==> src/dlsr_pkg.sv <==
`default_nettype none

package dlsr_pkg;

  localparam int unsigned SLOW_PASS_COUNT = 2;
  localparam int unsigned CODE_READ_LIMIT = 4;

  localparam int unsigned WAKE_LEN = 18;
  localparam int unsigned CNT_W    = 5;

  localparam int unsigned QDEPTH = 2;
  localparam int unsigned QPTR_W = 1;
  localparam int unsigned QCNT_W = 2;

  localparam logic [16:0] ELAPSED_MAX   = 17'h1ffff;
  localparam logic [15:0] TIMEOUT_RESET = 16'd1000;

  localparam logic [10:0] GAP_NONE   = 11'd0;
  localparam logic [10:0] GAP_WAKE   = 11'd420;
  localparam logic [10:0] GAP_FAST_1 = 11'd426;
  localparam logic [10:0] GAP_FAST_2 = 11'd15;
  localparam logic [10:0] GAP_SLOW_1 = 11'd1420;
  localparam logic [10:0] GAP_SLOW_2 = 11'd60;

  typedef enum logic [1:0] {
    MODE_BYTE  = 2'd0,
    MODE_TICK  = 2'd1,
    MODE_START = 2'd2,
    MODE_SLOW  = 2'd3
  } mode_e;

  typedef enum logic [6:0] {
    PH_IDLE        = 7'b0000001,
    PH_WAIT_FAST   = 7'b0000010,
    PH_ANSWER_FAST = 7'b0000100,
    PH_SLOW        = 7'b0001000,
    PH_REQUEST     = 7'b0010000,
    PH_SHORT       = 7'b0100000,
    PH_READ        = 7'b1000000
  } phase_e;

  typedef enum logic [1:0] {
    JOB_WAKE  = 2'd0,
    JOB_REPLY = 2'd1,
    JOB_CODE  = 2'd2
  } job_kind_e;

  typedef struct packed {
    job_kind_e   kind;
    logic [7:0]  byte0;
    logic [7:0]  byte1;
    logic        gap_slow;
    logic [11:0] code;
    logic        baud_fast;
    logic [2:0]  phase_now;
  } job_t;

  typedef struct packed {
    logic valid;
    job_t job;
  } q_push_t;

  typedef struct packed {
    logic valid;
    job_t job;
  } q_pop_t;

  function automatic logic [2:0] phase_code(phase_e ph);
    logic [2:0] c;
    unique case (ph)
      PH_IDLE:        c = 3'd0;
      PH_WAIT_FAST:   c = 3'd1;
      PH_ANSWER_FAST: c = 3'd2;
      PH_SLOW:        c = 3'd3;
      PH_REQUEST:     c = 3'd4;
      PH_SHORT:       c = 3'd5;
      PH_READ:        c = 3'd6;
      default:        c = 3'd0;
    endcase
    return c;
  endfunction

  function automatic logic [7:0] sync_word(logic [1:0] k);
    logic [7:0] w;
    unique case (k)
      2'd0:    w = 8'ha0;
      2'd1:    w = 8'hb1;
      2'd2:    w = 8'h82;
      default: w = 8'h93;
    endcase
    return w;
  endfunction

  // first byte in the upper half
  function automatic logic [15:0] reply_fast(logic [1:0] k);
    logic [15:0] p;
    unique case (k)
      2'd0:    p = 16'h01b0;
      2'd1:    p = 16'hff5f;
      2'd2:    p = 16'h8174;
      default: p = 16'h00a0;
    endcase
    return p;
  endfunction

  function automatic logic [15:0] reply_slow(logic [1:0] k);
    logic [15:0] p;
    unique case (k)
      2'd0:    p = 16'h01b0;
      2'd1:    p = 16'hff5f;
      2'd2:    p = 16'h01f4;
      default: p = 16'h00a0;
    endcase
    return p;
  endfunction

  function automatic logic [15:0] reply_req(logic [1:0] k);
    logic [15:0] p;
    unique case (k)
      2'd0:    p = 16'h01b0;
      2'd1:    p = 16'hff5f;
      2'd2:    p = 16'h26a4;
      default: p = 16'h00a0;
    endcase
    return p;
  endfunction

  function automatic logic [7:0] wake_byte(logic [CNT_W-1:0] i);
    logic [7:0] b;
    unique case (i)
      5'd12:   b = 8'h01;
      5'd13:   b = 8'h04;
      5'd17:   b = 8'h05;
      default: b = 8'h00;
    endcase
    return b;
  endfunction

endpackage

`default_nettype wire

==> src/dlsr_if.sv <==
`default_nettype none

interface dlsr_req_if;
  logic       valid;
  logic       ready;
  logic [1:0] mode;
  logic [7:0] rx_byte;

  modport source (output valid, output mode, output rx_byte, input ready);
  modport sink (input valid, input mode, input rx_byte, output ready);
endinterface

interface dlsr_rsp_if;
  logic        valid;
  logic        ready;
  logic        tx_valid;
  logic [7:0]  tx_byte;
  logic [10:0] gap_us;
  logic        code_valid;
  logic [11:0] error_code;
  logic        baud_fast;
  logic [2:0]  phase_now;
  logic        last;

  modport source (
    output valid, output tx_valid, output tx_byte, output gap_us,
    output code_valid, output error_code, output baud_fast,
    output phase_now, output last, input ready
  );
  modport sink (
    input valid, input tx_valid, input tx_byte, input gap_us,
    input code_valid, input error_code, input baud_fast,
    input phase_now, input last, output ready
  );
endinterface

`default_nettype wire

==> src/diagnostic_link_sync_responder_top.sv <==
// diagnostic link sync responder
// req_i carries one request per handshake: mode (received byte, ms tick,
// start command, go to slow sync) and rx_byte. rsp_o carries the results of
// each request in order, the final one flagged by last; a request that sends
// nothing and reads no code produces no result.
// the front stage takes one request per cycle while the queue is not full and
// updates the sync state in that cycle; its work goes into a two-entry job
// queue, the back stage expands each job into results at one per cycle while
// rsp_o is ready. a job passes through the queue memory and the back stage's
// job register before its first result is valid. a start or timeout yields
// 18 results, a reply 2, a code read 1, so the output side sets the sustained
// rate; requests keep flowing while the queue has room and req_i.ready drops
// when it is full. a stall on rsp_o holds the current result; the queue then
// fills and the front stalls too, without losing anything. cfg_we_i writes
// the timeout limit in ms (reset 1000); the user must write it only while the
// block is idle, which the block itself does not enforce. reset: phase idle,
// slow baud, window and counters cleared, queue empty.
`default_nettype none

module diagnostic_link_sync_responder_top (
  input  wire logic        clk_i,
  input  wire logic        rst_ni,
  input  wire logic        cfg_we_i,
  input  wire logic [15:0] cfg_wdata_i,
  dlsr_req_if.sink         req_i,
  dlsr_rsp_if.source       rsp_o
);

  dlsr_pkg::q_push_t push;
  dlsr_pkg::q_pop_t  pop;
  logic              full;
  logic              pop_ready;

  dlsr_front u_front (
    .clk_i       (clk_i),
    .rst_ni      (rst_ni),
    .cfg_we_i    (cfg_we_i),
    .cfg_wdata_i (cfg_wdata_i),
    .req_i       (req_i),
    .full_i      (full),
    .push_o      (push)
  );

  dlsr_fifo u_fifo (
    .clk_i       (clk_i),
    .rst_ni      (rst_ni),
    .push_i      (push),
    .full_o      (full),
    .pop_o       (pop),
    .pop_ready_i (pop_ready)
  );

  dlsr_back u_back (
    .clk_i       (clk_i),
    .rst_ni      (rst_ni),
    .pop_i       (pop),
    .pop_ready_o (pop_ready),
    .rsp_o       (rsp_o)
  );

endmodule

`default_nettype wire

==> src/dlsr_front.sv <==
`default_nettype none

module dlsr_front (
  input  wire logic           clk_i,
  input  wire logic           rst_ni,
  input  wire logic           cfg_we_i,
  input  wire logic [15:0]    cfg_wdata_i,
  dlsr_req_if.sink            req_i,
  input  wire logic           full_i,
  output dlsr_pkg::q_push_t   push_o
);

  dlsr_pkg::phase_e  phase_q, phase_d;
  logic [3:0][7:0]   win_q, win_d, win_s;
  logic [1:0]        idx_q, idx_d;
  logic [1:0]        passes_q, passes_d, passes_inc;
  logic              cbc_q, cbc_d;
  logic [2:0]        codes_q, codes_d, codes_inc;
  logic [16:0]       elapsed_q, elapsed_d, elapsed_inc;
  logic              rate_q, rate_d;
  logic [15:0]       limit_q;
  logic              accept, match, pass_done, has_job;
  logic [15:0]       pair;
  dlsr_pkg::job_t    job;

  assign req_i.ready = !full_i;
  assign accept      = req_i.valid && req_i.ready;

  assign win_s       = {req_i.rx_byte, win_q[3], win_q[2], win_q[1]};
  assign match       = (win_s[0] == 8'd0) && (win_s[1] == 8'd0) && (win_s[2] == 8'd0) &&
                       (win_s[3] == dlsr_pkg::sync_word(idx_q));
  assign pass_done   = (idx_q == 2'd3);
  assign elapsed_inc = (elapsed_q == dlsr_pkg::ELAPSED_MAX) ? elapsed_q : elapsed_q + 17'd1;
  assign passes_inc  = passes_q + 2'd1;
  assign codes_inc   = (codes_q == 3'd7) ? codes_q : codes_q + 3'd1;

  always_comb begin
    phase_d  = phase_q;
    win_d    = win_q;
    idx_d    = idx_q;
    passes_d = passes_q;
    cbc_d    = cbc_q;
    codes_d  = codes_q;
    elapsed_d = elapsed_q;
    rate_d   = rate_q;
    has_job  = 1'b0;
    pair     = 16'd0;
    job      = '0;
    job.kind = dlsr_pkg::JOB_WAKE;

    unique case (dlsr_pkg::mode_e'(req_i.mode))
      dlsr_pkg::MODE_BYTE: begin
        unique case (phase_q)
          dlsr_pkg::PH_WAIT_FAST: begin
            win_d = win_s;
            if (match) begin
              win_d = '0;
              idx_d = idx_q + 2'd1;
              if (pass_done) begin
                phase_d = dlsr_pkg::PH_ANSWER_FAST;
              end
            end
          end
          dlsr_pkg::PH_ANSWER_FAST: begin
            win_d = win_s;
            if (match) begin
              has_job      = 1'b1;
              job.kind     = dlsr_pkg::JOB_REPLY;
              pair         = dlsr_pkg::reply_fast(idx_q);
              job.gap_slow = 1'b0;
              win_d        = '0;
              idx_d        = idx_q + 2'd1;
              if (pass_done) begin
                phase_d   = dlsr_pkg::PH_SLOW;
                rate_d    = 1'b0;
                elapsed_d = '0;
              end
            end
          end
          dlsr_pkg::PH_SLOW: begin
            win_d = win_s;
            if (match) begin
              has_job      = 1'b1;
              job.kind     = dlsr_pkg::JOB_REPLY;
              pair         = dlsr_pkg::reply_slow(idx_q);
              job.gap_slow = 1'b1;
              idx_d        = idx_q + 2'd1;
              if (pass_done) begin
                passes_d = passes_inc;
                if (passes_inc >= 2'(dlsr_pkg::SLOW_PASS_COUNT)) begin
                  passes_d = '0;
                  phase_d  = dlsr_pkg::PH_REQUEST;
                end
              end
            end
          end
          dlsr_pkg::PH_REQUEST: begin
            win_d = win_s;
            if (match) begin
              has_job      = 1'b1;
              job.kind     = dlsr_pkg::JOB_REPLY;
              pair         = dlsr_pkg::reply_req(idx_q);
              job.gap_slow = 1'b1;
              idx_d        = idx_q + 2'd1;
              if (pass_done) begin
                phase_d = dlsr_pkg::PH_SHORT;
              end
            end
          end
          dlsr_pkg::PH_SHORT: begin
            win_d = win_s;
            if (match) begin
              has_job      = 1'b1;
              job.kind     = dlsr_pkg::JOB_REPLY;
              pair         = dlsr_pkg::reply_req(2'd0);
              job.gap_slow = 1'b1;
              idx_d        = idx_q + 2'd1;
              phase_d      = dlsr_pkg::PH_READ;
            end
          end
          dlsr_pkg::PH_READ: begin
            win_d = win_s;
            cbc_d = !cbc_q;
            if (cbc_q) begin
              cbc_d    = 1'b0;
              has_job  = 1'b1;
              job.kind = dlsr_pkg::JOB_CODE;
              job.code = {win_s[3][3:0], win_s[2]};
              codes_d  = codes_inc;
              phase_d  = (codes_inc > 3'(dlsr_pkg::CODE_READ_LIMIT)) ?
                         dlsr_pkg::PH_IDLE : dlsr_pkg::PH_REQUEST;
            end
          end
          default: begin
          end
        endcase
      end
      dlsr_pkg::MODE_TICK: begin
        elapsed_d = elapsed_inc;
        if (((phase_q == dlsr_pkg::PH_WAIT_FAST) || (phase_q == dlsr_pkg::PH_SLOW)) &&
            (elapsed_inc > {1'b0, limit_q})) begin
          has_job   = 1'b1;
          job.kind  = dlsr_pkg::JOB_WAKE;
          phase_d   = dlsr_pkg::PH_WAIT_FAST;
          rate_d    = 1'b1;
          elapsed_d = '0;
        end
      end
      dlsr_pkg::MODE_START: begin
        has_job   = 1'b1;
        job.kind  = dlsr_pkg::JOB_WAKE;
        phase_d   = dlsr_pkg::PH_WAIT_FAST;
        rate_d    = 1'b1;
        elapsed_d = '0;
      end
      dlsr_pkg::MODE_SLOW: begin
        phase_d   = dlsr_pkg::PH_SLOW;
        rate_d    = 1'b0;
        elapsed_d = '0;
      end
      default: begin
      end
    endcase

    job.byte0     = pair[15:8];
    job.byte1     = pair[7:0];
    job.baud_fast = rate_d;
    job.phase_now = dlsr_pkg::phase_code(phase_d);
  end

  assign push_o.valid = accept && has_job;
  assign push_o.job   = job;

  always_ff @(posedge clk_i or negedge rst_ni) begin
    if (!rst_ni) begin
      phase_q   <= dlsr_pkg::PH_IDLE;
      win_q     <= '0;
      idx_q     <= '0;
      passes_q  <= '0;
      cbc_q     <= 1'b0;
      codes_q   <= '0;
      elapsed_q <= '0;
      rate_q    <= 1'b0;
    end else if (accept) begin
      phase_q   <= phase_d;
      win_q     <= win_d;
      idx_q     <= idx_d;
      passes_q  <= passes_d;
      cbc_q     <= cbc_d;
      codes_q   <= codes_d;
      elapsed_q <= elapsed_d;
      rate_q    <= rate_d;
    end
  end

  always_ff @(posedge clk_i or negedge rst_ni) begin
    if (!rst_ni) begin
      limit_q <= dlsr_pkg::TIMEOUT_RESET;
    end else if (cfg_we_i) begin
      limit_q <= cfg_wdata_i;
    end
  end

endmodule

`default_nettype wire

==> src/dlsr_fifo.sv <==
`default_nettype none

module dlsr_fifo (
  input  wire logic           clk_i,
  input  wire logic           rst_ni,
  input  wire dlsr_pkg::q_push_t push_i,
  output      logic           full_o,
  output      dlsr_pkg::q_pop_t pop_o,
  input  wire logic           pop_ready_i
);

  dlsr_pkg::job_t                  mem_q [dlsr_pkg::QDEPTH];
  logic [dlsr_pkg::QPTR_W-1:0]     wr_ptr_q, rd_ptr_q;
  logic [dlsr_pkg::QCNT_W-1:0]     count_q;
  logic                            do_push, do_pop;

  assign full_o      = (count_q == dlsr_pkg::QCNT_W'(dlsr_pkg::QDEPTH));
  assign pop_o.valid = (count_q != '0);
  assign pop_o.job   = mem_q[rd_ptr_q];

  assign do_push = push_i.valid && !full_o;
  assign do_pop  = pop_o.valid && pop_ready_i;

  always_ff @(posedge clk_i) begin
    if (do_push) begin
      mem_q[wr_ptr_q] <= push_i.job;
    end
  end

  always_ff @(posedge clk_i or negedge rst_ni) begin
    if (!rst_ni) begin
      wr_ptr_q <= '0;
      rd_ptr_q <= '0;
      count_q  <= '0;
    end else begin
      if (do_push) begin
        wr_ptr_q <= wr_ptr_q + 1'b1;
      end
      if (do_pop) begin
        rd_ptr_q <= rd_ptr_q + 1'b1;
      end
      unique case ({do_push, do_pop})
        2'b10:   count_q <= count_q + 1'b1;
        2'b01:   count_q <= count_q - 1'b1;
        default: count_q <= count_q;
      endcase
    end
  end

endmodule

`default_nettype wire

==> src/dlsr_back.sv <==
`default_nettype none

module dlsr_back (
  input  wire logic             clk_i,
  input  wire logic             rst_ni,
  input  wire dlsr_pkg::q_pop_t pop_i,
  output      logic             pop_ready_o,
  dlsr_rsp_if.source            rsp_o
);

  dlsr_pkg::job_t               job_q;
  logic                         busy_q;
  logic [dlsr_pkg::CNT_W-1:0]   cnt_q;
  logic                         last_beat, first_beat, load;

  assign first_beat = (cnt_q == '0);

  always_comb begin
    rsp_o.tx_valid   = 1'b0;
    rsp_o.tx_byte    = 8'd0;
    rsp_o.gap_us     = dlsr_pkg::GAP_NONE;
    rsp_o.code_valid = 1'b0;
    rsp_o.error_code = 12'd0;
    last_beat        = 1'b1;
    unique case (job_q.kind)
      dlsr_pkg::JOB_WAKE: begin
        rsp_o.tx_valid = 1'b1;
        rsp_o.tx_byte  = dlsr_pkg::wake_byte(cnt_q);
        rsp_o.gap_us   = first_beat ? dlsr_pkg::GAP_NONE : dlsr_pkg::GAP_WAKE;
        last_beat      = (cnt_q == dlsr_pkg::CNT_W'(dlsr_pkg::WAKE_LEN - 1));
      end
      dlsr_pkg::JOB_REPLY: begin
        rsp_o.tx_valid = 1'b1;
        rsp_o.tx_byte  = first_beat ? job_q.byte0 : job_q.byte1;
        if (job_q.gap_slow) begin
          rsp_o.gap_us = first_beat ? dlsr_pkg::GAP_SLOW_1 : dlsr_pkg::GAP_SLOW_2;
        end else begin
          rsp_o.gap_us = first_beat ? dlsr_pkg::GAP_FAST_1 : dlsr_pkg::GAP_FAST_2;
        end
        last_beat = !first_beat;
      end
      dlsr_pkg::JOB_CODE: begin
        rsp_o.code_valid = 1'b1;
        rsp_o.error_code = job_q.code;
      end
      default: begin
      end
    endcase
  end

  assign rsp_o.valid     = busy_q;
  assign rsp_o.baud_fast = job_q.baud_fast;
  assign rsp_o.phase_now = job_q.phase_now;
  assign rsp_o.last      = last_beat;

  assign pop_ready_o = !busy_q || (rsp_o.ready && last_beat);
  assign load        = pop_ready_o && pop_i.valid;

  always_ff @(posedge clk_i) begin
    if (load) begin
      job_q <= pop_i.job;
    end
  end

  always_ff @(posedge clk_i or negedge rst_ni) begin
    if (!rst_ni) begin
      busy_q <= 1'b0;
      cnt_q  <= '0;
    end else if (load) begin
      busy_q <= 1'b1;
      cnt_q  <= '0;
    end else if (busy_q && rsp_o.ready) begin
      if (last_beat) begin
        busy_q <= 1'b0;
      end else begin
        cnt_q <= cnt_q + 1'b1;
      end
    end
  end

endmodule

`default_nettype wire

==> src/flat_wrapper.sv <==
// flat-port wrapper written by rule: the top's interface ports become plain ports
module diagnostic_link_sync_responder_top_flat 
  (clk_i, rst_ni, cfg_we_i, cfg_wdata_i, req_i_valid, req_i_mode, req_i_rx_byte, req_i_ready, rsp_o_valid, rsp_o_tx_valid, rsp_o_tx_byte, rsp_o_gap_us, rsp_o_code_valid, rsp_o_error_code, rsp_o_baud_fast, rsp_o_phase_now, rsp_o_last, rsp_o_ready);
  dlsr_req_if req_i_i ();
  dlsr_rsp_if rsp_o_i ();
  input  wire logic clk_i;
  input  wire logic rst_ni;
  input  wire logic cfg_we_i;
  input  wire logic [15:0] cfg_wdata_i;
  input wire logic [$bits(req_i_i.valid)-1:0] req_i_valid;
  input wire logic [$bits(req_i_i.mode)-1:0] req_i_mode;
  input wire logic [$bits(req_i_i.rx_byte)-1:0] req_i_rx_byte;
  output wire logic [$bits(req_i_i.ready)-1:0] req_i_ready;
  output wire logic [$bits(rsp_o_i.valid)-1:0] rsp_o_valid;
  output wire logic [$bits(rsp_o_i.tx_valid)-1:0] rsp_o_tx_valid;
  output wire logic [$bits(rsp_o_i.tx_byte)-1:0] rsp_o_tx_byte;
  output wire logic [$bits(rsp_o_i.gap_us)-1:0] rsp_o_gap_us;
  output wire logic [$bits(rsp_o_i.code_valid)-1:0] rsp_o_code_valid;
  output wire logic [$bits(rsp_o_i.error_code)-1:0] rsp_o_error_code;
  output wire logic [$bits(rsp_o_i.baud_fast)-1:0] rsp_o_baud_fast;
  output wire logic [$bits(rsp_o_i.phase_now)-1:0] rsp_o_phase_now;
  output wire logic [$bits(rsp_o_i.last)-1:0] rsp_o_last;
  input wire logic [$bits(rsp_o_i.ready)-1:0] rsp_o_ready;
  assign req_i_i.valid = req_i_valid;
  assign req_i_i.mode = req_i_mode;
  assign req_i_i.rx_byte = req_i_rx_byte;
  assign req_i_ready = req_i_i.ready;
  assign rsp_o_valid = rsp_o_i.valid;
  assign rsp_o_tx_valid = rsp_o_i.tx_valid;
  assign rsp_o_tx_byte = rsp_o_i.tx_byte;
  assign rsp_o_gap_us = rsp_o_i.gap_us;
  assign rsp_o_code_valid = rsp_o_i.code_valid;
  assign rsp_o_error_code = rsp_o_i.error_code;
  assign rsp_o_baud_fast = rsp_o_i.baud_fast;
  assign rsp_o_phase_now = rsp_o_i.phase_now;
  assign rsp_o_last = rsp_o_i.last;
  assign rsp_o_i.ready = rsp_o_ready;
  diagnostic_link_sync_responder_top u_core (.clk_i(clk_i), .rst_ni(rst_ni), .cfg_we_i(cfg_we_i), .cfg_wdata_i(cfg_wdata_i), .req_i(req_i_i), .rsp_o(rsp_o_i));
endmodule
==> config.mk <==
export PLATFORM = sky130hd
export DESIGN_NAME = diagnostic_link_sync_responder_top_flat
export DESIGN_NICKNAME = d
export VERILOG_FILES = /design/src/dlsr_pkg.sv /design/src/dlsr_if.sv /design/src/diagnostic_link_sync_responder_top.sv /design/src/dlsr_front.sv /design/src/dlsr_fifo.sv /design/src/dlsr_back.sv /design/src/flat_wrapper.sv
export SDC_FILE = /design/constraint.sdc
export NUM_CORES = 1
export LEC_CHECK = 0
export ABC_AREA = 1
export BUFFER_PORTS_ARGS = -buffer_cell sky130_fd_sc_hd__buf_4
export CORE_MARGIN = 2
export CORE_UTILIZATION = 43
export DETAILED_ROUTE_END_ITERATION = 8
export PLACE_DENSITY = 0.64
export SLEW_MARGIN = 20
export SYNTH_ARGS = -nofsm -noshare
export SYNTH_HDL_FRONTEND = slang
export SYNTH_HIERARCHICAL = 1
export SYNTH_SLANG_ARGS = --single-unit
==> constraint.sdc <==
create_clock -name clk_i -period 6.18 [get_ports clk_i]
set_input_delay 0.618 -clock clk_i [delete_from_list [all_inputs] [get_ports clk_i]]
set_output_delay 0.618 -clock clk_i [all_outputs]
set_load 0.01 [all_outputs]
# == Yosys cells after proc, flatten, opt, wreduce, memory -nomap -nowiden ==
# Memory sizes are Yosys's and may differ from the RTL's. A register that Yosys moved wholly into a read port is not among the register bits.
# Index checks and enable logic that the tools add are counted.
# op_classes
eq_ne,33
add_sub_neg,9
n_reduce_logical,43
n_mux,76
magnitude_cmp,3
# ops
operator,n
case mux 16 bit (3 select lines),3
two-way mux 17 bit,5
two-way mux 7 bit,12
two-way mux 16 bit,4
case mux 16 bit (4 select lines),1
case mux 32 bit (2 select lines),1
case mux 17 bit (3 select lines),1
case mux 7 bit (6 select lines),1
two-way mux 12 bit,3
two-way mux 32 bit,1
case mux 7 bit (4 select lines),1
two-way mux 9 bit,3
zero test 8 bit,3
two-way mux 11 bit,2
case mux 11 bit (2 select lines),1
two-way mux 5 bit,4
case mux 3 bit (6 select lines),1
case mux 6 bit (3 select lines),1
adder 17 x 1 -> 17 bit (second input constant),1
== test 17 bit (second input constant),1
greater-than comparator 17 x 16 -> 1 bit,1
two-way mux 1 bit,17
case mux 8 bit (2 select lines),1
== test 2 bit (second input constant),7
43 further kinds,88
# totals
reg_bits,83
out_inout_bits,40
memories,1
wordCells,181
ramBits,70
inputBits,31
# mem_list
name,depth,width,read_ports,rd_ports_with_merged_regs,write_ports,line,text
u_core.u_fifo.mem_q,2,35,1,1,1,dlsr_fifo.sv:12,dlsr_pkg::job_t mem_q [dlsr_pkg::QDEPTH];

# == Depth between registers and ports, before layout ==
# Gate-level depths: netlist of run 1.
# depth
ltp_word,11
mapped_depth,30
mapped_depth_nobuf,30

# == Cells and area by module ==
# Netlist of run 1, hierarchy kept.
# modules_own_cells
mod,cells_each,seq_area_each_um2,n_inst,area_per_inst_um2
dlsr_front,731,1835.5,1,5154.9
dlsr_fifo,214,2202.1,1,3134.3
dlsr_back,183,1201.2,1,1925.6

# == Least setup slack after synthesis of run 1 ==
# No wires, ideal clock.
# synth_timing
kind,reg2reg
start,register u_core.u_front.elapsed_q[0]
end,"memory u_core/u_fifo/mem_q[1][0] (netlist name), enable pin"
path_stages_with_launch,25
setup_ns,0.427
t_required_ns,5.753
period_less_slack_ns,4.864
path_buffers,0
arrival_ns,4.436
setup_slack_ns,1.316
path_cell_list,dfrtp_1 ha_1 nand3_1 nor2_1 nand2_2 nor2_2 nor3_2 nand2_1 nor2_2 nand3_1 nor2_2 xor2_1 ha_1 nand2_1 inv_1 nand4_1 nor2_1 nand3_1 nand3_1 nand3_2 nand2_1 nand3_1 a31oi_1 o21ai_1 nor2_1
# synth_lines
item,line,text
from (decl),dlsr_front.sv:19,"logic [16:0] elapsed_q, elapsed_d, elapsed_inc;"
from (signal assigned),dlsr_front.sv:191,elapsed_q <= elapsed_d;
to (decl),dlsr_fifo.sv:12,

==> results of run 1 <==
[synth_stat cells, types with 3 or more instances]
library cell / count / area [um2]
sky130_fd_sc_hd__clkbuf_1: 9 / 33.8
sky130_fd_sc_hd__edfxtp_1: 105 / 3150
sky130_fd_sc_hd__xor2_1: 16 / 140
sky130_fd_sc_hd__nand2_1: 247 / 927
sky130_fd_sc_hd__nand3_1: 68 / 340
sky130_fd_sc_hd__nand2_2: 46 / 288
sky130_fd_sc_hd__inv_1: 150 / 563
sky130_fd_sc_hd__o21ai_0: 54 / 270
sky130_fd_sc_hd__ha_1: 32 / 400
sky130_fd_sc_hd__nand2_4: 36 / 405
sky130_fd_sc_hd__nand4_1: 15 / 93.8
sky130_fd_sc_hd__a31oi_1: 3 / 18.8
sky130_fd_sc_hd__o22ai_1: 9 / 56.3
sky130_fd_sc_hd__dfrtp_1: 76 / 1900
sky130_fd_sc_hd__o21ai_2: 4 / 35.0
sky130_fd_sc_hd__nor2_4: 9 / 101
sky130_fd_sc_hd__a21oi_1: 24 / 120
sky130_fd_sc_hd__nor2_2: 12 / 75.1
sky130_fd_sc_hd__buf_2: 5 / 25.0
sky130_fd_sc_hd__dfstp_2: 7 / 184
sky130_fd_sc_hd__buf_4: 19 / 143
sky130_fd_sc_hd__o211ai_1: 3 / 22.5
sky130_fd_sc_hd__mux2_2: 3 / 33.8
sky130_fd_sc_hd__o21ai_1: 11 / 55.1
sky130_fd_sc_hd__nand3_2: 7 / 70.1
sky130_fd_sc_hd__inv_2: 15 / 56.3
sky130_fd_sc_hd__nor3_1: 5 / 25.0
sky130_fd_sc_hd__buf_12: 3 / 60.1
sky130_fd_sc_hd__nor2_1: 112 / 420
[routing by layer]
layer  vias up  part of all wire  GRT usage
met4         0             0.012     0.0541
met1      3394              0.45      0.226
li1       3717                 -          -
met2       188              0.49      0.288
met3        19             0.048     0.0348
met5         -                 0          0
[power by group]
part	switching (mW)	leakage, nW	internal [mW]	total (mW)
Combinational	0.994	3.04	0.527	1.52
Clock	0.523	0.291	0.561	1.08
Sequential	0.150	2.01	1.66	1.81
Total	1.67	5.34	2.75	4.42
[registers in the layout (all words and copies together), names as in the netlist, 3 cells and up]
| signal | count |
|---|---|
| u_core/u_back/job_q | 31 |
| u_core/u_front/phase_q | 7 |
| u_core/u_front/codes_q | 3 |
| u_core/u_fifo/mem_q | 70 |
| u_core/u_front/elapsed_q | 17 |
| u_core/u_front/win_q | 24 |
| u_core/u_front/limit_q | 16 |
| u_core/u_back/cnt_q | 5 |
| u_core/u_back/rsp_o.phase_now | 3 |
[logic make-up after synthesis]
kind of cell	synth area share
XOR/XNOR	0.0154
buffers and inverters	0.0913
adder cells (fa/ha/maj)	0.0392
AO/OA/AOI/OAI	0.0638
flip-flops	0.513
multiplexers	0.00331
other	0.000367
AND/OR/NAND/NOR	0.274
[critical path, delay by kind of cell, from the launching register on]
| kind | cells | cell delay [ns] |
|---|---|---|
| AOI/OAI and AO/OA | 1 | 0.23 |
| xor gates and xnor gates | 1 | 0.29 |
| adders and majority gates | 2 | 0.43 |
| buffers and inverters | 2 | 0.69 |
| DFF | 1 | 0.39 |
| and+or+nand+nor | 14 | 2.33 |
[path summary, 6_finish.rpt]
kind,from,end,slack (ns),depth (start not counted)
worst max-delay path,u_core/u_front/elapsed_q[0],u_core/u_fifo/mem_q[0][16],1.41,20
worst min-delay path,rst_ni,u_core/u_front/win_q[18],0.12,1
worst max register to register,u_core/u_front/elapsed_q[0],u_core/u_fifo/mem_q[0][16],1.41,20
worst min register to register,u_core/u_fifo/wr_ptr_q,u_core/u_fifo/wr_ptr_q,0.48,2
max in group asynchronous,rst_ni,u_core/u_fifo/rd_ptr_q,5.04,2
min in group clk_i,cfg_wdata_i[14],u_core/u_front/limit_q[14],0.36,3
[cell type report]
class / instances / area, um2 / share of cell area
Timing Repair Buffer: 73 / 548 / 0.0478
Clock inverter: 14 / 144 / 0.0125
Sequential cell: 188 / 5240 / 0.457
Clock buffer: 18 / 450 / 0.0393
Inverter: 168 / 644 / 0.0562
Multi-Input combinational cell: 734 / 4050 / 0.353
Tap cell: 319 / 399 / 0.0348
[metrics by stage]
| stage | std cells | total power, mW |
|---|---|---|
| after CTS | 1514 | 4.46 |
| final | 1514 | 4.42 |
| after detailed placement | 1482 | 3.37 |
| after floorplan | 1129 | 2.97 |
| after global placement | 1482 | 3.34 |
| after global routing | 1514 | 4.74 |
==> metrics list, run 1 <==
- Max-slew violation total from the final report: 0
* Final worst path period share: 0.771
- VDD sags by at most 192 uV.
- Total number of placement rows: 56
- Most common library cell in the layout ignoring fill and taps: sky130_fd_sc_hd__nand2_1
- Worst-margin pin slew: 1.04 ns
* Clock buffer depth: 2
- For this configuration, the core starts out at a cell density of 0.436.
- Post-Syn Area per Cell: 9.06 um2
* Nature of the critical path startpoint: flop
* Main synth FF type: sky130_fd_sc_hd__edfxtp_1
* Hold Buf Count CTS: 0
- FF+latch count, synth: 188
- Number of buffers added on ports: 68
- Clock root cell: sky130_fd_sc_hd__clkbuf_16
* Minimum period implied by the final worst setup slack: 4.77 ns
* Number of buffers created by CTS: 17
* Avg Vias per Cell: 4.83
* Maximum clock frequency: 210 MHz
- The critical path in this run is classified as flop to flop.
- Number of cells upsized or downsized after cts: 0
- Power spread over the standard cell area amounts to 385 nW/um2.
* Height of the die: 158 um
- The die covers 25000 um2.
- The tightest hold path in the finished design has a slack of 0.116 ns.
* Worst Path Required: 6.24 ns
- TritonCTS clock tree: done
- Post-Layout Inst Area: 11500 um2
- The via count of the first global-routing pass is 7014.
* Overall via count from detail_route: 7318
- Among the stages of the critical path, the cell type that occurs most often is sky130_fd_sc_hd__nand3_1.
- The tightest min-delay check is of the primary input to asynchronous set/reset pin type.
* Width of the chip: 158 um
- After the last flow step, the layout net total stands at 1245.
- In this run, distinct cell masters in the synthesized netlist total 46.
- Of the synthesized area, sequential elements account for 0.513.
- RSZ-0062 raised after global routing: no
- The first global-routing pass estimated 33900 um of wire.
* Outcome: complete, no violations
* Chain of cells forming the critical path: ha_1, nand4_1, nor2_1, nand3_1, nor4_1, inv_1, nand3_1, xor2_1, ha_1, nand2_1, nor3_1, nor3b_1, nand3_1, nand3_1, nand3_2, nand2_1, nand3_1, a31oi_1, nand3_1, inv_2
- After global routing the overflow that remains totals 0.
- The library cells used most frequently in the layout, excluding fill and tap cells, are sky130_fd_sc_hd__nand2_1, sky130_fd_sc_hd__inv_1, sky130_fd_sc_hd__nor2_1.
- Compared with the post-synthesis result, the final layout area differs by 12.3%.
* Share of post-route cells with drive strength above 1: 0.212
* Setup crit end kind: flop
- Max-cap violations in this run came to 0.
- Clock transition time at the flip-flop clock pins of the worst setup and hold paths: 0.08 ns
- The clock arrives with 0.0369 ns of skew.
* Pin count of the biggest net entering global routing: 45
- Number of post-CTS setup repair buffers: 0
- The initial antenna violation count is 0.
- On the critical path, the stage with the largest delay is an instance of sky130_fd_sc_hd__inv_2.
* Clk Latency, worst-skew pair: 0.46 ns
- Antenna cells: 0
- Number of detailed-routing iterations run before antenna repair: 6
- For this run, the share of the core covered by cells in the final layout is 0.490.
- In this run the worst path has a maximum fanout of 35.
- Final Hold Viols: 0
- Arrival time at the worst endpoint: 4.82 ns
* Drt drc: 0
* Final setup vio count: 0
- In this run the standard cell core region covers 23400 um2.
* Worst max-slew margin expressed relative to the limit: 0.301
- Summed over all cells, the static leakage comes to 5.34 nW.
- Total routed wirelength: 20200 um
- Final worst setup slack: 1.41 ns
* Placement-stage worst setup slack: 1.48 ns
- Number of synthesized flops with an enable pin: 105
- GPL Wtd Cong: 0.892
- Netlist area before placement: 10200 um2
- Number of fillers in the final layout: 2235
* Setup TNS Final: 0 ns
- Clk sinks: 188
- For this run, the number of Yosys warnings is 6.
- Tot GR Track Use: 0.172
- Cell area reported after detailed placement: 10900 um2
- Final HPWL from detailed placement: 14900 um
- On the worst path, the slowest cell contributes a delay of 0.57 ns.
* Total I/O pin count: 71
- Count of mapped cells out of synthesis: 1128
- Number of H-tree levels: 4
- Number of design-rule violations left by the first detailed-router iteration: 575
* Final routed wire length divided by cell count: 13.3 um
* Post-synth ARST share: 0.441
- Number of routed nets with antenna violations: 0
(Power assumes the default switching activity.)
==> inputs of run 2 (changes only) <==
==> constraint.sdc (replaced) <==
create_clock -name clk_i -period 4.4 [get_ports clk_i]
set_input_delay 0.44 -clock clk_i [delete_from_list [all_inputs] [get_ports clk_i]]
set_output_delay 0.44 -clock clk_i [all_outputs]
set_load 0.01 [all_outputs]
==> metrics list, run 2 (synthesized netlist as in run 1, its figures left out) <==
- Outcome: complete, no violations (unchanged).
- The flip-flop count of the largest register after layout is 70 (unchanged).
- Worst max-slew margin expressed relative to the limit: 0.239 (was 0.301)
* Clock buffer depth: 2 (unchanged)
- The die outline area came to 25000 um2 (unchanged).
* Number of design-rule violations left by the first detailed-router iteration: 478 (was 575)
* Number of detailed-routing iterations run before antenna repair: 5 (was 6)
- Crit-path max FO: 5 (was 35)
- Worst Path Required: 4.71 ns (was 6.24 ns)
- The CTS H-tree depth is 4 (unchanged).
* Crit-path max cell delay: 0.42 ns (was 0.57 ns)
- The final core area utilization was 0.493 (was 0.490).
- Clk sinks: 188 (unchanged)
- The number of buffers added on ports was 68 (unchanged).
- The initial antenna violation count is 0 (unchanged).
* Final routed wire length divided by cell count: 13.6 um (was 13.3 um)
* Largest regs: u_core/u_fifo/mem_q (70), u_core/u_back/job_q (31), u_core/u_front/win_q (24) (unchanged)
- The number of endpoints with negative hold slack in the final report was 0 (unchanged).
- The register with the highest flop count is u_core/u_fifo/mem_q (unchanged).
- The via count of the first global-routing pass was 6891 (was 7014).
* Share of post-route cells with drive strength above 1: 0.218 (was 0.212)
- The remaining antenna violation count after routing is 0 (unchanged).
- Minimum period implied by the final worst setup slack: 4.04 ns (was 4.77 ns)
- Pin count of the biggest net entering global routing: 48 (was 45)
- Critical path's slowest cell: sky130_fd_sc_hd__dfrtp_1 (was sky130_fd_sc_hd__inv_2)
- TritonCTS clock tree: done (unchanged)
- Clock root cell: sky130_fd_sc_hd__clkbuf_16 (unchanged)
- Peak supply drop: 254 uV (was 192 uV)
- The timing endpoint of the critical path is u_core/u_fifo/count_q[1] (was u_core/u_fifo/mem_q[0][16]).
- The most congested layer reported by global routing is met2 (unchanged).
- Avg Vias per Cell: 4.81 (was 4.83)
- Class of the most critical setup path: flop to flop (unchanged)
- Worst min path class: primary input to asynchronous set/reset pin (unchanged)
- Nature of the critical path startpoint: flop (unchanged)
- Worst reg-to-reg setup slack: 0.36 ns (was 1.41 ns)
- Final setup vio count: 0 (unchanged)
* Number of buffers created by CTS: 17 (unchanged)
- Total routed wirelength: 20600 um (was 20200 um)
- Antenna cells: 0 (unchanged)
* Worst-margin pin slew: 1.14 ns (was 1.04 ns)
* Reported max-cap violation count: 0 (unchanged)
- GPL Wtd Cong: 0.890 (was 0.892)
* Hold Buf Count CTS: 0 (unchanged)
- Wire length of the first global-routing pass: 34000 um (was 33900 um)
- Tot GR Track Use: 0.174 (was 0.172)
- Most frequent cells in the layout: sky130_fd_sc_hd__nand2_1, sky130_fd_sc_hd__inv_1, sky130_fd_sc_hd__nor2_1 (unchanged)
- The final clock period utilization by the worst path was 0.917 (was 0.771).
- Final global-route overflow total: 0 (unchanged)
* Power Dens Cells: 535 nW/um2 (was 385 nW/um2)
* RSZ-0062 raised after global routing: no (unchanged)
* Maximum clock frequency: 248 MHz (was 210 MHz)
* Setup crit end kind: flop (unchanged)
- Drt drc: 0 (unchanged)
* GR Layer Usage met2: 0.295 (was 0.288)
* Leakage component of the power: 5.35 nW (was 5.34 nW)
- The height of the chip came to 158 um (unchanged).
* Area delta synth->final: 13.0% (was 12.3%)
* Max-slew violation total from the final report: 0 (unchanged)
* Arrival time at the worst endpoint: 4.35 ns (was 4.82 ns)
- The die outline width came to 158 um (unchanged).
- The final net count came to 1250 (was 1245).
- Depth of the most critical reg-to-reg path: 28 (was 20)
- Grt met3 use: 0.0342 (was 0.0348)
* Number of cells upsized or downsized after cts: 0 (unchanged)
- The detailed-placement wirelength estimate is 15300 um (was 14900 um).
* Overall via count from detail_route: 7306 (was 7318)
- The critical register-to-register path endpoint is u_core/u_fifo/count_q[1] (was u_core/u_fifo/mem_q[0][16]).
- The number of setup buffers added after CTS is 0 (unchanged).
- The area of the core is 23400 um2 (unchanged).
- The starting density of the core was 0.436 (unchanged).
* Total number of placement rows: 56 (unchanged)
- The global-route track usage on met1 came to 0.225 (was 0.226).
* Setup TNS Final: 0 ns (unchanged)
- Clock transition time at the flip-flop clock pins of the worst setup and hold paths: 0.08 ns (about the same)
- Final worst clock skew: 0.0156 ns (was 0.0369 ns)
- The number of I/O pins came to 71 (unchanged).
- Critical path origin: u_core/u_front/elapsed_q[0] (unchanged)
- The clock insertion delay at the later pin of the skew report came to 0.43 ns (was 0.46 ns).
- The commonest non-fill, non-tap cell in the layout is sky130_fd_sc_hd__nand2_1 (unchanged).
- The origin of the critical flop-to-flop path is u_core/u_front/elapsed_q[0] (unchanged).
==> run 2: power breakdown <==
group | internal, mW | switching, mW
sequential | 2.33 | 0.249
combinational | 0.754 | 1.37
clock | 0.793 | 0.683
total | 3.88 | 2.30
==> run 2: final cells by class <==
class	instances	area, um2
sequential	188	5240
clock buffer	19	433
fill	2243	11900
multi-input combinational	734	4090
clock inverter	13	130
inverter	168	644
tap	319	399
timing repair buffer	78	611
==> run 2: critical path, delay by kind of cell (launching register included) <==
family                   cells  cell delay [ns]
XOR/XNOR                     1             0.11
adder cells (fa/ha/maj)      3             0.87
flip-flops                   1             0.42
AND/OR/NAND/NOR             20             2.00
buffers and inverters        2             0.14
AO/OA/AOI/OAI                2             0.36
==> run 2: how the worst min path moves through the flow <==
stage                                           to                    from  cells past startpoint  slack, ns
after floorplan             u_core/u_back/cnt_q[0]                  rst_ni                      0       0.14
after global placement      u_core/u_fifo/wr_ptr_q  u_core/u_fifo/wr_ptr_q                      2       0.47
after detailed placement    u_core/u_fifo/wr_ptr_q  u_core/u_fifo/wr_ptr_q                      2       0.47
after CTS                 u_core/u_front/win_q[26]                  rst_ni                      1       0.06
after global routing      u_core/u_front/win_q[27]                  rst_ni                      1       0.08
final                     u_core/u_front/win_q[26]                  rst_ni                      1       0.04
==> run 2: metal layers <==
layer  routed length (um)  vias up
met5                    0        -
met4                  371        0
met3                  875       30
met2                 9970      161
met1                 9400     3403
li1                     -     3712
==> run 2: metrics by stage <==
stage	hold slack, ns	total power, mW	setup slack (ns)	std cells	cell area (um2)
final	0.0417	6.18	0.365	1519	11500
after global routing	0.0840	6.62	0.000513	1519	11500
after CTS	0.0580	6.24	0.300	1519	11500
after detailed placement	0.474	4.75	0.348	1487	10900
after global placement	0.469	4.70	0.476	1487	10900
after floorplan	0.144	4.16	0.111	1129	10200
